[config.mk]
export PLATFORM = sky130hd
export DESIGN_NAME = tick_task_scheduler
export DESIGN_NICKNAME = d
export VERILOG_FILES = /design/src/hdl/tts_pkg.sv /design/src/hdl/tick_task_scheduler.sv /design/src/hdl/tts_datapath.sv /design/src/hdl/tts_ctrl.sv
export SDC_FILE = /design/constraint.sdc
export NUM_CORES = 1
export LEC_CHECK = 0
export ABC_AREA = 1
export BUFFER_PORTS_ARGS = -buffer_cell sky130_fd_sc_hd__buf_2
export CORE_UTILIZATION = 50
export CTS_CLUSTER_SIZE = 24
export DETAILED_ROUTE_END_ITERATION = 7
export PLACE_DENSITY = 0.67
export SLEW_MARGIN = 20
export SYNTH_ARGS = -nofsm -noshare
export SYNTH_HDL_FRONTEND = slang
export SYNTH_SLANG_ARGS = --single-unit
[constraint.sdc]
create_clock -name aclk -period 5 [get_ports aclk]
set_clock_uncertainty 0.15 [all_clocks]
set_input_delay 0.25 -clock aclk [delete_from_list [all_inputs] [get_ports aclk]]
set_output_delay 0.25 -clock aclk [all_outputs]
set_load 0.005 [all_outputs]
[src/hdl/tts_pkg.sv]
`timescale 1ns / 1ps
`default_nettype none
// ============================================================================
// tts_pkg
// Shared types, codes and constants of the tick task scheduler.
// ============================================================================
package tts_pkg;

    // Default number of task slots.
    localparam int DEF_SLOT_COUNT = 8;

    // At most this many due events are reported for one tick.
    localparam int MAX_RESULTS = 8;
    localparam int CNT_W       = 4;

    // Command codes of the input item.
    localparam logic [1:0] CMD_TICK   = 2'd0;
    localparam logic [1:0] CMD_ADD    = 2'd1;
    localparam logic [1:0] CMD_DELETE = 2'd2;

    // Event codes of the result item.
    localparam logic [2:0] EV_DUE        = 3'd0;
    localparam logic [2:0] EV_ADDED      = 3'd1;
    localparam logic [2:0] EV_DELETED    = 3'd2;
    localparam logic [2:0] EV_FULL       = 3'd3;
    localparam logic [2:0] EV_BAD_DELETE = 3'd4;

    // Sticky error codes.
    localparam logic [1:0] ERR_NONE       = 2'd0;
    localparam logic [1:0] ERR_FULL       = 2'd1;
    localparam logic [1:0] ERR_BAD_DELETE = 2'd2;

    // One entry of the slot table memory.
    typedef struct packed {
        logic [7:0]  tag;
        logic [15:0] reload;
        logic [16:0] countdown;
    } slot_ent_t;

    // One result waiting to be delivered.
    typedef struct packed {
        logic [2:0] event_res;
        logic [3:0] slot;
        logic [7:0] tag;
    } res_t;

    // Sequencer states.
    typedef enum logic [2:0] {
        ST_IDLE,
        ST_TICK_SCAN,
        ST_TICK_UPD,
        ST_ADD_SCAN,
        ST_DEL_READ,
        ST_DEL_EXEC,
        ST_FLUSH
    } state_t;

    // Commands from the controller to the datapath.
    typedef struct packed {
        logic accept;
        logic tick_upd;
        logic add_exec;
        logic del_exec;
        logic flush;
        logic adv;
    } ctl_t;

    // Status from the datapath to the controller.
    typedef struct packed {
        logic [1:0] in_cmd;
        logic       scan_done;
        logic       cur_valid;
        logic       due;
        logic       room;
        logic       pend_valid;
        logic       out_free;
    } st_t;

endpackage
`default_nettype wire

[src/hdl/tick_task_scheduler.sv]
`timescale 1ns / 1ps
`default_nettype none
// A tick walks every slot, with an update step for each occupied slot; an add
//   scans for a free slot; a delete reads its slot, then acts on it.
// Items are taken one at a time, the next in the cycle after the last result
//   of the previous one is loaded; the slot walk through the single-port table
//   memory sets the pace.
// Reset (aresetn low, synchronous) empties every slot and clears the error.
// ============================================================================
// tick_task_scheduler
// Time-triggered cooperative scheduler table with tick, add and delete.
// ============================================================================
module tick_task_scheduler #(
    parameter int SLOT_COUNT = tts_pkg::DEF_SLOT_COUNT
) (
    input  wire logic        aclk,
    input  wire logic        aresetn,
    input  wire logic        s_valid,
    output logic             s_ready,
    input  wire logic [1:0]  s_command,
    input  wire logic [7:0]  s_task_tag,
    input  wire logic [15:0] s_first_delay,
    input  wire logic [15:0] s_repeat_period,
    input  wire logic [5:0]  s_slot_index,
    output logic             m_valid,
    input  wire logic        m_ready,
    output logic [2:0]       m_event_res,
    output logic [3:0]       m_slot,
    output logic [7:0]       m_due_tag,
    output logic [1:0]       m_error_code,
    output logic             m_last
);
    import tts_pkg::*;

    ctl_t ctl;
    st_t  st;

    // Sequencer.
    tts_ctrl u_ctrl (
        .aclk    (aclk),
        .aresetn (aresetn),
        .s_valid (s_valid),
        .s_ready (s_ready),
        .st      (st),
        .ctl     (ctl)
    );

    // Slot table and result path.
    tts_datapath #(
        .SLOT_COUNT (SLOT_COUNT)
    ) u_datapath (
        .aclk            (aclk),
        .aresetn         (aresetn),
        .ctl             (ctl),
        .st              (st),
        .s_command       (s_command),
        .s_task_tag      (s_task_tag),
        .s_first_delay   (s_first_delay),
        .s_repeat_period (s_repeat_period),
        .s_slot_index    (s_slot_index),
        .m_valid         (m_valid),
        .m_ready         (m_ready),
        .m_event_res     (m_event_res),
        .m_slot          (m_slot),
        .m_due_tag       (m_due_tag),
        .m_error_code    (m_error_code),
        .m_last          (m_last)
    );

endmodule
`default_nettype wire

[src/hdl/tts_datapath.sv]
`timescale 1ns / 1ps
`default_nettype none
// ============================================================================
// tts_datapath
// Slot table, scan index, pending result, sticky error and output register.
// ============================================================================
module tts_datapath #(
    parameter int SLOT_COUNT = tts_pkg::DEF_SLOT_COUNT
) (
    input  wire logic         aclk,
    input  wire logic         aresetn,
    input  wire tts_pkg::ctl_t ctl,
    output tts_pkg::st_t      st,
    input  wire logic [1:0]   s_command,
    input  wire logic [7:0]   s_task_tag,
    input  wire logic [15:0]  s_first_delay,
    input  wire logic [15:0]  s_repeat_period,
    input  wire logic [5:0]   s_slot_index,
    output logic              m_valid,
    input  wire logic         m_ready,
    output logic [2:0]        m_event_res,
    output logic [3:0]        m_slot,
    output logic [7:0]        m_due_tag,
    output logic [1:0]        m_error_code,
    output logic              m_last
);
    import tts_pkg::*;

    localparam int IW = $clog2(SLOT_COUNT + 1);
    localparam int AW = (SLOT_COUNT > 1) ? $clog2(SLOT_COUNT) : 1;
    localparam logic [6:0] SLOTS_W = 7'(SLOT_COUNT);
    localparam logic [3:0] SLOT_NONE = SLOTS_W[3:0];

    // Slot table: valid marks in flip-flops, the rest in a memory.
    logic [SLOT_COUNT-1:0] valid_reg, valid_next;
    slot_ent_t             mem [SLOT_COUNT];
    slot_ent_t             rd_reg;
    logic                  mem_we;
    slot_ent_t             mem_wdata;

    // Item fields held for the whole operation.
    logic [7:0]  tag_reg;
    logic [15:0] delay_reg;
    logic [15:0] period_reg;
    logic        oob_reg;

    // Scan index, event count, pending result and sticky error.
    logic [IW-1:0]    idx_reg, idx_next;
    logic [CNT_W-1:0] cnt_reg, cnt_next;
    res_t             pend_reg, pend_next;
    logic             pend_valid_reg, pend_valid_next;
    logic [1:0]       err_reg, err_next;

    // Output register.
    logic       m_valid_reg, m_valid_next;
    res_t       out_reg;
    logic [1:0] out_err_reg;
    logic       out_last_reg;

    logic [AW-1:0] addr;
    logic [6:0]    idx_wide;
    logic [3:0]    cur_slot;
    logic [16:0]   dec;
    logic          due;
    logic          room;
    logic          out_free;
    logic          push_due;
    logic          out_load;

    assign addr     = idx_reg[AW-1:0];
    assign idx_wide = 7'(idx_reg);
    assign cur_slot = idx_wide[3:0];
    assign dec      = rd_reg.countdown - 17'd1;
    assign due      = (dec == 17'd0);
    assign room     = (cnt_reg < CNT_W'(MAX_RESULTS));
    assign out_free = !m_valid_reg || m_ready;
    assign push_due = ctl.tick_upd && due && room;
    assign out_load = ctl.flush || (push_due && pend_valid_reg);

    // Status toward the controller.
    always_comb begin
        st.in_cmd     = s_command;
        st.scan_done  = (idx_reg == IW'(SLOT_COUNT));
        st.cur_valid  = valid_reg[addr];
        st.due        = due;
        st.room       = room;
        st.pend_valid = pend_valid_reg;
        st.out_free   = out_free;
    end

    // Memory write data: countdown update on a tick, new entry on an add.
    always_comb begin
        mem_we    = 1'b0;
        mem_wdata = rd_reg;
        if (ctl.tick_upd) begin
            mem_we = 1'b1;
            mem_wdata.countdown = due ? {1'b0, rd_reg.reload} : dec;
        end else if (ctl.add_exec && !st.scan_done) begin
            mem_we = 1'b1;
            mem_wdata.tag       = tag_reg;
            mem_wdata.reload    = period_reg;
            mem_wdata.countdown = {1'b0, delay_reg} + 17'd1;
        end
    end

    // Slot table memory with registered read at the scan index.
    always_ff @(posedge aclk) begin
        if (mem_we) begin
            mem[addr] <= mem_wdata;
        end
        rd_reg <= mem[addr];
    end

    // Next values of the control registers.
    always_comb begin
        valid_next      = valid_reg;
        idx_next        = idx_reg;
        cnt_next        = cnt_reg;
        pend_next       = pend_reg;
        pend_valid_next = pend_valid_reg;
        err_next        = err_reg;
        if (ctl.accept) begin
            idx_next        = (s_command == CMD_DELETE) ? IW'(s_slot_index) : '0;
            cnt_next        = '0;
            pend_valid_next = 1'b0;
        end
        if (ctl.adv) begin
            idx_next = idx_reg + IW'(1);
        end
        if (ctl.tick_upd && due && rd_reg.reload == 16'd0) begin
            valid_next[addr] = 1'b0;
        end
        if (push_due) begin
            cnt_next        = cnt_reg + CNT_W'(1);
            pend_next       = '{event_res: EV_DUE, slot: cur_slot, tag: rd_reg.tag};
            pend_valid_next = 1'b1;
        end
        if (ctl.add_exec) begin
            pend_valid_next = 1'b1;
            if (st.scan_done) begin
                err_next  = ERR_FULL;
                pend_next = '{event_res: EV_FULL, slot: SLOT_NONE, tag: tag_reg};
            end else begin
                valid_next[addr] = 1'b1;
                pend_next = '{event_res: EV_ADDED, slot: cur_slot, tag: tag_reg};
            end
        end
        if (ctl.del_exec) begin
            pend_valid_next = 1'b1;
            if (oob_reg) begin
                err_next  = ERR_BAD_DELETE;
                pend_next = '{event_res: EV_BAD_DELETE, slot: SLOT_NONE, tag: 8'd0};
            end else if (!valid_reg[addr]) begin
                err_next  = ERR_BAD_DELETE;
                pend_next = '{event_res: EV_BAD_DELETE, slot: cur_slot, tag: 8'd0};
            end else begin
                valid_next[addr] = 1'b0;
                pend_next = '{event_res: EV_DELETED, slot: cur_slot, tag: rd_reg.tag};
            end
        end
        if (ctl.flush) begin
            pend_valid_next = 1'b0;
        end
    end

    // Output valid follows loads and takes.
    always_comb begin
        m_valid_next = m_valid_reg;
        if (out_load) begin
            m_valid_next = 1'b1;
        end else if (m_ready) begin
            m_valid_next = 1'b0;
        end
    end

    // Control registers.
    always_ff @(posedge aclk) begin
        if (!aresetn) begin
            valid_reg      <= '0;
            idx_reg        <= '0;
            cnt_reg        <= '0;
            pend_valid_reg <= 1'b0;
            err_reg        <= ERR_NONE;
            m_valid_reg    <= 1'b0;
        end else begin
            valid_reg      <= valid_next;
            idx_reg        <= idx_next;
            cnt_reg        <= cnt_next;
            pend_valid_reg <= pend_valid_next;
            err_reg        <= err_next;
            m_valid_reg    <= m_valid_next;
        end
    end

    // Payload registers.
    always_ff @(posedge aclk) begin
        pend_reg <= pend_next;
        if (ctl.accept) begin
            tag_reg    <= s_task_tag;
            delay_reg  <= s_first_delay;
            period_reg <= s_repeat_period;
            oob_reg    <= ({1'b0, s_slot_index} >= SLOTS_W);
        end
        if (out_load) begin
            out_reg      <= pend_reg;
            out_err_reg  <= err_reg;
            out_last_reg <= ctl.flush;
        end
    end

    assign m_valid      = m_valid_reg;
    assign m_event_res  = out_reg.event_res;
    assign m_slot       = out_reg.slot;
    assign m_due_tag    = out_reg.tag;
    assign m_error_code = out_err_reg;
    assign m_last       = out_last_reg;

endmodule
`default_nettype wire

[src/hdl/tts_ctrl.sv]
`timescale 1ns / 1ps
`default_nettype none
// ============================================================================
// tts_ctrl
// Sequencer that steps the datapath through tick, add and delete operations.
// ============================================================================
module tts_ctrl (
    input  wire logic          aclk,
    input  wire logic          aresetn,
    input  wire logic          s_valid,
    output logic               s_ready,
    input  wire tts_pkg::st_t  st,
    output tts_pkg::ctl_t      ctl
);
    import tts_pkg::*;

    state_t state_reg, state_next;
    logic   stall;

    // A due event cannot be recorded while the older one has nowhere to go.
    assign stall = st.due && st.room && st.pend_valid && !st.out_free;

    // Next state.
    always_comb begin
        state_next = state_reg;
        case (state_reg)
            ST_IDLE: begin
                if (s_valid) begin
                    case (st.in_cmd)
                        CMD_TICK:   state_next = ST_TICK_SCAN;
                        CMD_ADD:    state_next = ST_ADD_SCAN;
                        CMD_DELETE: state_next = ST_DEL_READ;
                        default:    state_next = ST_IDLE;
                    endcase
                end
            end
            ST_TICK_SCAN: begin
                if (st.scan_done) begin
                    state_next = ST_FLUSH;
                end else if (st.cur_valid) begin
                    state_next = ST_TICK_UPD;
                end
            end
            ST_TICK_UPD: begin
                if (!stall) begin
                    state_next = ST_TICK_SCAN;
                end
            end
            ST_ADD_SCAN: begin
                if (st.scan_done || !st.cur_valid) begin
                    state_next = ST_FLUSH;
                end
            end
            ST_DEL_READ: state_next = ST_DEL_EXEC;
            ST_DEL_EXEC: state_next = ST_FLUSH;
            ST_FLUSH: begin
                if (!st.pend_valid || st.out_free) begin
                    state_next = ST_IDLE;
                end
            end
            default: state_next = ST_IDLE;
        endcase
    end

    // Commands to the datapath.
    always_comb begin
        s_ready = 1'b0;
        ctl     = '0;
        case (state_reg)
            ST_IDLE: begin
                s_ready    = 1'b1;
                ctl.accept = s_valid;
            end
            ST_TICK_SCAN: begin
                ctl.adv = !st.scan_done && !st.cur_valid;
            end
            ST_TICK_UPD: begin
                ctl.tick_upd = !stall;
                ctl.adv      = !stall;
            end
            ST_ADD_SCAN: begin
                ctl.add_exec = st.scan_done || !st.cur_valid;
                ctl.adv      = !st.scan_done && st.cur_valid;
            end
            ST_DEL_EXEC: begin
                ctl.del_exec = 1'b1;
            end
            ST_FLUSH: begin
                ctl.flush = st.pend_valid && st.out_free;
            end
            default: begin
                ctl = '0;
            end
        endcase
    end

    always_ff @(posedge aclk) begin
        if (!aresetn) begin
            state_reg <= ST_IDLE;
        end else begin
            state_reg <= state_next;
        end
    end

endmodule
`default_nettype wire

## Yosys cells after proc, flatten, opt, wreduce, memory -nomap -nowiden

Memories as Yosys holds them, arrays and structs flattened. A register that Yosys moved wholly into a read port is not among the register bits.
Cells that the tools add are included.

- Memories kept: 1
- Input bits: 52
- Flip-flop bits (word level): 97
- Output and inout port bits: 20
- Logic and storage cells: 135
- RAM bits: 328

- Multiplexer cells: 55
- Reductions and logical operators: 33
- Bitwise operators: 5
- $lt $le $gt $ge: 4
- Add/subtract/negate cells: 4
- Eq/ne operators: 14

Memories:

| memory | depth | bits a word | read ports | clocked after memory_dff | write ports | line | RTL |
|---|---|---|---|---|---|---|---|
| u_datapath.mem | 8 | 41 | 1 | 1 | 1 | tts_datapath.sv:36 | `slot_ent_t mem [SLOT_COUNT];` |

Operators by type and width:

| cell | count |
|---|---|
| 15-bit 2-to-1 mux | 5 |
| 8-bit 2-to-1 mux | 6 |
| 41-bit 2-to-1 mux | 1 |
| 17-bit 2-to-1 mux | 2 |
| 24-bit 2-to-1 mux | 1 |
| 3-bit one-hot mux with 7 select lines | 1 |
| 4-bit 2-to-1 mux | 5 |
| 1-bit 2-to-1 mux | 18 |
| 3-bit 2-to-1 mux | 6 |
| 16-bit by 1-bit adder with 17-bit output (second input constant) | 1 |
| 17-bit logical NOT | 1 |
| 17-bit by 1-bit subtractor with 17-bit output (second input constant) | 1 |
| 8-bit bitwise AND | 2 |
| 16-bit logical NOT | 1 |
| 14-bit 2-to-1 mux | 1 |
| 1-bit logical AND | 12 |
| 2-bit 2-to-1 mux | 5 |
| 3-bit == test (second input constant) | 3 |
| 3-bit one-hot mux with 3 select lines | 1 |
| 4-bit by 1-bit adder with 4-bit output (second input constant) | 2 |
| 8-bit NOT | 1 |
| 8-bit bitwise OR | 1 |
| 3-bit by 2-bit == test with 1-bit output (second input constant) | 2 |
| 6-bit by 4-bit >= comparator with 1-bit output (second input constant) | 1 |
| 23 further kinds | 35 |

## Longest topological paths before layout

- Word-level depth: 17
- Depth in mapped cells: 17
- Mapped depth without buffers: 17

## By module

Synthesis repeated with hierarchy kept, for this count alone.

- Cell total of the unflattened synthesis: 1352
- Area, all modules: 17908.4 um^2

Modules (own cells, without submodules):

| module | area an instance (um^2) | seq. area each (um^2) | times used | cells each |
|---|---|---|---|---|
| tts_datapath | 17556.8 | 13292.7 | 1 | 1288 |
| tts_ctrl | 351.6 | 60.1 | 1 | 64 |

## Worst setup path after synthesis

OpenSTA, ideal clock, no wires.

- Kind: register to register
- From: reg u_datapath.rd_reg[0] (netlist name)
- To: mem u_datapath.mem[0][0] in the netlist's numbering, enable pin
- Buffers on the path: 1
- Slack: 0.803 ns
- Data arrival time: 3.607 ns
- Data required time: 4.410 ns
- Setup time: 0.440 ns
- Clock period less this slack: 4.197 ns
- Cell stages (with the launch flop): 14
- Cells stage by stage: dfxtp_1 -> inv_1 -> ha_1 -> nand3_2 -> nor2_4 -> nand2_1 -> xor2_1 -> nor3_2 -> nand3_2 -> nand2_4 -> nand2_4 -> clkinv_2 -> buf_6 -> nor2_1

- Cells in the longest elaborated chain, start to end: 10

Ends and longest elaborated chain:

| what | line | RTL |
|---|---|---|
| 17-bit by 1-bit subtractor with 17-bit output | tts_datapath.sv:73 | `assign dec = rd_reg.countdown - 17'd1;` |
| 17-bit logical NOT | tts_datapath.sv:74 | `assign due = (dec == 17'd0);` |
| 1-bit logical AND (3 in series) | tts_ctrl.sv:21 | `assign stall = st.due && st.room && st.pend_valid && !st.out_free;` |
| 1-bit logical NOT | n/a |  |
| 1-bit 2-to-1 mux | tts_ctrl.sv:69 | `case (state_reg)` |
| 1-bit 2-to-1 mux | tts_datapath.sv:95 | `if (ctl.tick_upd) begin` |
| 1-bit 2-to-1 mux | tts_datapath.sv:108 | `if (mem_we) begin` |
| 1-bit 2-to-1 mux (not written as such) | tts_datapath.sv:109 | `mem[addr] <= mem_wdata;` |
| end, declared | tts_datapath.sv:36 |  |

No other way between the ends.

## Final worst setup path

- From: reg u_datapath.rd_reg[0] (netlist name)
- To: mem u_datapath.mem[4][16] in the netlist's numbering, enable pin

- Cells in the longest elaborated chain, start to end: 10

Ends and longest elaborated chain:

| what | line |
|---|---|
| 17-bit by 1-bit subtractor with 17-bit output | tts_datapath.sv:73 |
| 17-bit logical NOT | tts_datapath.sv:74 |
| 1-bit logical AND (3 in series) | tts_ctrl.sv:21 |
| 1-bit logical NOT | n/a |
| 1-bit 2-to-1 mux | tts_ctrl.sv:69 |
| 1-bit 2-to-1 mux | tts_datapath.sv:95 |
| 1-bit 2-to-1 mux | tts_datapath.sv:108 |
| 1-bit 2-to-1 mux (not written as such) | tts_datapath.sv:109 |

No other way between the ends.

==> impl_metrics.csv <==
group,metric,value,unit
status,run_status,"finished clean",
placed_design,place_hpwl,25100,µm
clock_network,cts_tree,"yes",
synth,distinct_cells_synth,39,
routing,antenna_left,0,
hold_path,worst_hold_path_type,"input port to flop",
floorplanning,row_count,68,
cells_and_area,area_growth_from_synthesis_to_final_layout,17.3,%
sta,timing.slew.headroom,0.197,
cells_and_area,fraction_of_final_layout_cells_with_drive_strength_greater_than_1,0.129,
floorplanning,floorplan.die.width,191,µm
sta,timing.final.crit_period,3.80,ns
synth,synthesis_stage_register_bit_count,466,
global_route,globalRouteTotalUtil,0.235,
cells_and_area,finish.net_count,1575,
clock_network,cts_inserted_buffers,46,
synth,synthTopCellsByArea,"edfxtp_1, dfxtp_1, nand2_1",
routing,detailroute.via_count,11400,
clock_network,post_cts.resized_instances,0,
sta,setup_viol_count_final,0,
cells_and_area,ff_latch_area,13400,µm²
setup_path,crit_path_top_delay_cell,"nor2_4",
routing,routedWlPerCell,21.1,µm
routing,wire_length_reported_by_the_detailed_router,42400,µm
setup_path,arrival,3.90,ns
synth,yosysSeqAreaShare,0.747,
synth,synth_nets,1429,
synth,synth_edf_count,402,
sta,timing.final.crit_share,0.760,
sta,final-hold-violation-count,0,
cells_and_area,most-common-layout-cells,"edfxtp_1, nand2_1, inv_1, o21ai_0, nor2_1",
clock_network,clock_insertion_delay_worst_skew,0.57,ns
synth,synth_top_cell_by_area,"edfxtp_1",
floorplanning,die_area,36500,µm²
clock_network,clk_pin_slew_worst_paths,0.06,ns
cells_and_area,largest_register_ffs,328,
sta,achievable-frequency,263,MHz
synth,synthCells,1371,
synth,synth_async_sr_flop_share,0,
sta,totalNegativeSetupSlack,0,ns
cells_and_area,n_fill_cell,2671,
synth,synth_area_per_cell,13.0,µm²
setup_path,crit_type,"flop to flop",
setup_path,crit_fanout,26,
setup_path,cp_data_required_time,5.10,ns
sta,tightestPinTransition,1.19,ns
routing,vias_per_cell,5.68,
power,power_density_over_cell_area,557,nW/µm²
cells_and_area,area_of_the_multi_input_gates,3970,µm²
sta,whs,0.0419,ns
clock_network,clock_tree.buffer_depth,3,
routing,initial_detailed_routing_violation_count,1161,
routing,route.detailed.drc,0,
global_route,grt_max_degree,51,
cells_and_area,layout_commonest_cell,"edfxtp_1",
clock_network,cts.sinks,466,
setup_path,critPathCaptureType,"flop",
hold_path,whs_path_depth,3,
sta,maxSlewViolCount,0,
floorplanning,fp.coreArea,34900,µm²
floorplanning,ios,72,
setup_path,worstRegToRegCells,13,
synth,yosys_warnings,0,
synth,netlist.area_leader.share,0.676,
placed_design,place.port_buffers,71,
global_route,number_of_antenna_violations_at_the_first_check_in_global_routing,1,
synth,mappedNetlistArea,17900,µm²
floorplanning,die_y,191,µm
setup_path,max_stage_delay,0.63,ns
setup_path,path_cells,"inv_1 > ha_1 > nand3_2 > nor2_4 > nand2_1 > xor2_1 > nor3_2 > nand3_2 > nand2_4 > nand2_4 > clkinv_2 > nor2_4 > buf_12",
cells_and_area,final_cell_area,21000,µm²
job,maxCapViolCount,0,
power,total_leakage_power,0.00746,µW
power,irDropWorstVdd,339,µV
synth,yosys_most_used_dff,"edfxtp_1",
routing,dr.pass1.iters,6,
sta,final_worst_setup_slack,1.20,ns
global_route,grt_pass1_vias,10900,
clock_network,clockRootBuffer,"clkbuf_16",
clock_network,cts-htree-levels,2,
global_route,grt_pass1_wl,63600,µm
global_route,grt-ovfl-total,0,
placed_design,dpl-instance-area,18900,µm²
floorplanning,initial_utilization,0.512,
placed_design,dpl_worst_slack,1.23,ns
setup_path,crit_path_start_kind,"flop",
cells_and_area,diodes,0,
sta,grt_setup_unrepaired,"false",
placed_design,global_placement_routability_congestion,0.928,
[stage by stage]
step                total power [µW]  cells   util
global route                   12200   2010  0.601
finish                         11700   2010  0.601
CTS                            11700   2010  0.601
floorplan                       7170   1371      -
global placement                8050   1874  0.541
detailed placement              8130   1874  0.541
[synth_stat cells (3+ instances only)]
cell type  number
a21oi_1        22
a221oi_1       38
a22o_1         28
a22oi_1        37
buf_1           3
buf_2           4
clkbuf_1       36
clkinv_1        5
dfxtp_1        64
edfxtp_1      402
ha_1            6
inv_1         101
inv_2           7
nand2_1       281
nand3_1        40
nand3b_1        4
nand4_1        51
nor2_1         88
nor2_2          8
nor3_1          6
nor3_2          3
nor4_1          5
o211ai_1       15
o21ai_0        83
o22ai_1         3
or2_2           4
xor2_1          9
[final timing paths]
check                                                       from                                end  slack, ns
worst max-delay path                u_datapath.rd_reg[0]$_DFF_P_    u_datapath.mem[4][16]$_DFFE_PP_       1.20
worst min-delay path                                     s_valid  u_datapath.delay_reg[5]$_DFFE_PP_       0.04
worst max register to register      u_datapath.rd_reg[0]$_DFF_P_    u_datapath.mem[4][16]$_DFFE_PP_       1.20
worst min register to register  u_datapath.pend_reg[7]$_DFFE_PP_  u_datapath.m_due_tag[7]$_DFFE_PP_       0.26
[kinds of logic (layout without fill, tap and decap cells)]
logic type               Yosys count  in the layout  synth area share
XOR/XNOR                          11             11           0.00539
buffers and inverters            158            342            0.0340
flip-flops                       466            466             0.747
AO/OA/AOI/OAI                    231            231            0.0866
adder cells (fa/ha/maj)            6              6           0.00420
AND/OR/NAND/NOR                  499            499             0.122
[timing repair]
item / CTS / global route
endpoints found under the hold margin: 59 / 0
hold buffers: 50 / 0
buffers inserted: 0 / 0
endpoints found under the setup margin: 0 / 0
[metal layers]
| layer | vias to the layer above | wire [µm] | global-route usage |
|---|---|---|---|
| met1 | 5559 | 18100 | 0.322 |
| met3 | 71 | 3200 | 0.0400 |
| met2 | 484 | 20200 | 0.386 |
| met5 | - | 13 | 0 |
| met4 | 2 | 890 | 0.0665 |
| li1 | 5292 | - | - |
[power by group]
part,switching (µW),leakage (µW),internal (µW)
Combinational,1830,0.00251,660
Sequential,318,0.00419,5320
Clock,1430,0.000765,2110
[critical path, delay by kind of cell (launching register included)]
kind | cells | cell delay, ns
AND/OR/NAND/NOR | 8 | 1.62
flip-flops | 1 | 0.33
XOR/XNOR | 1 | 0.25
buffers and inverters | 3 | 0.85
adder cells (fa/ha/maj) | 1 | 0.25
[layout make-up]
type                            instances  area share
Clock inverter                         20      0.0142
Inverter                              114      0.0205
Tap cell                              455      0.0272
Multi-Input combinational cell        747       0.189
Clock buffer                           66      0.0614
Sequential cell                       466       0.637
Timing Repair Buffer                  142      0.0501
Note: power is estimated with default switching activity, not from simulation.
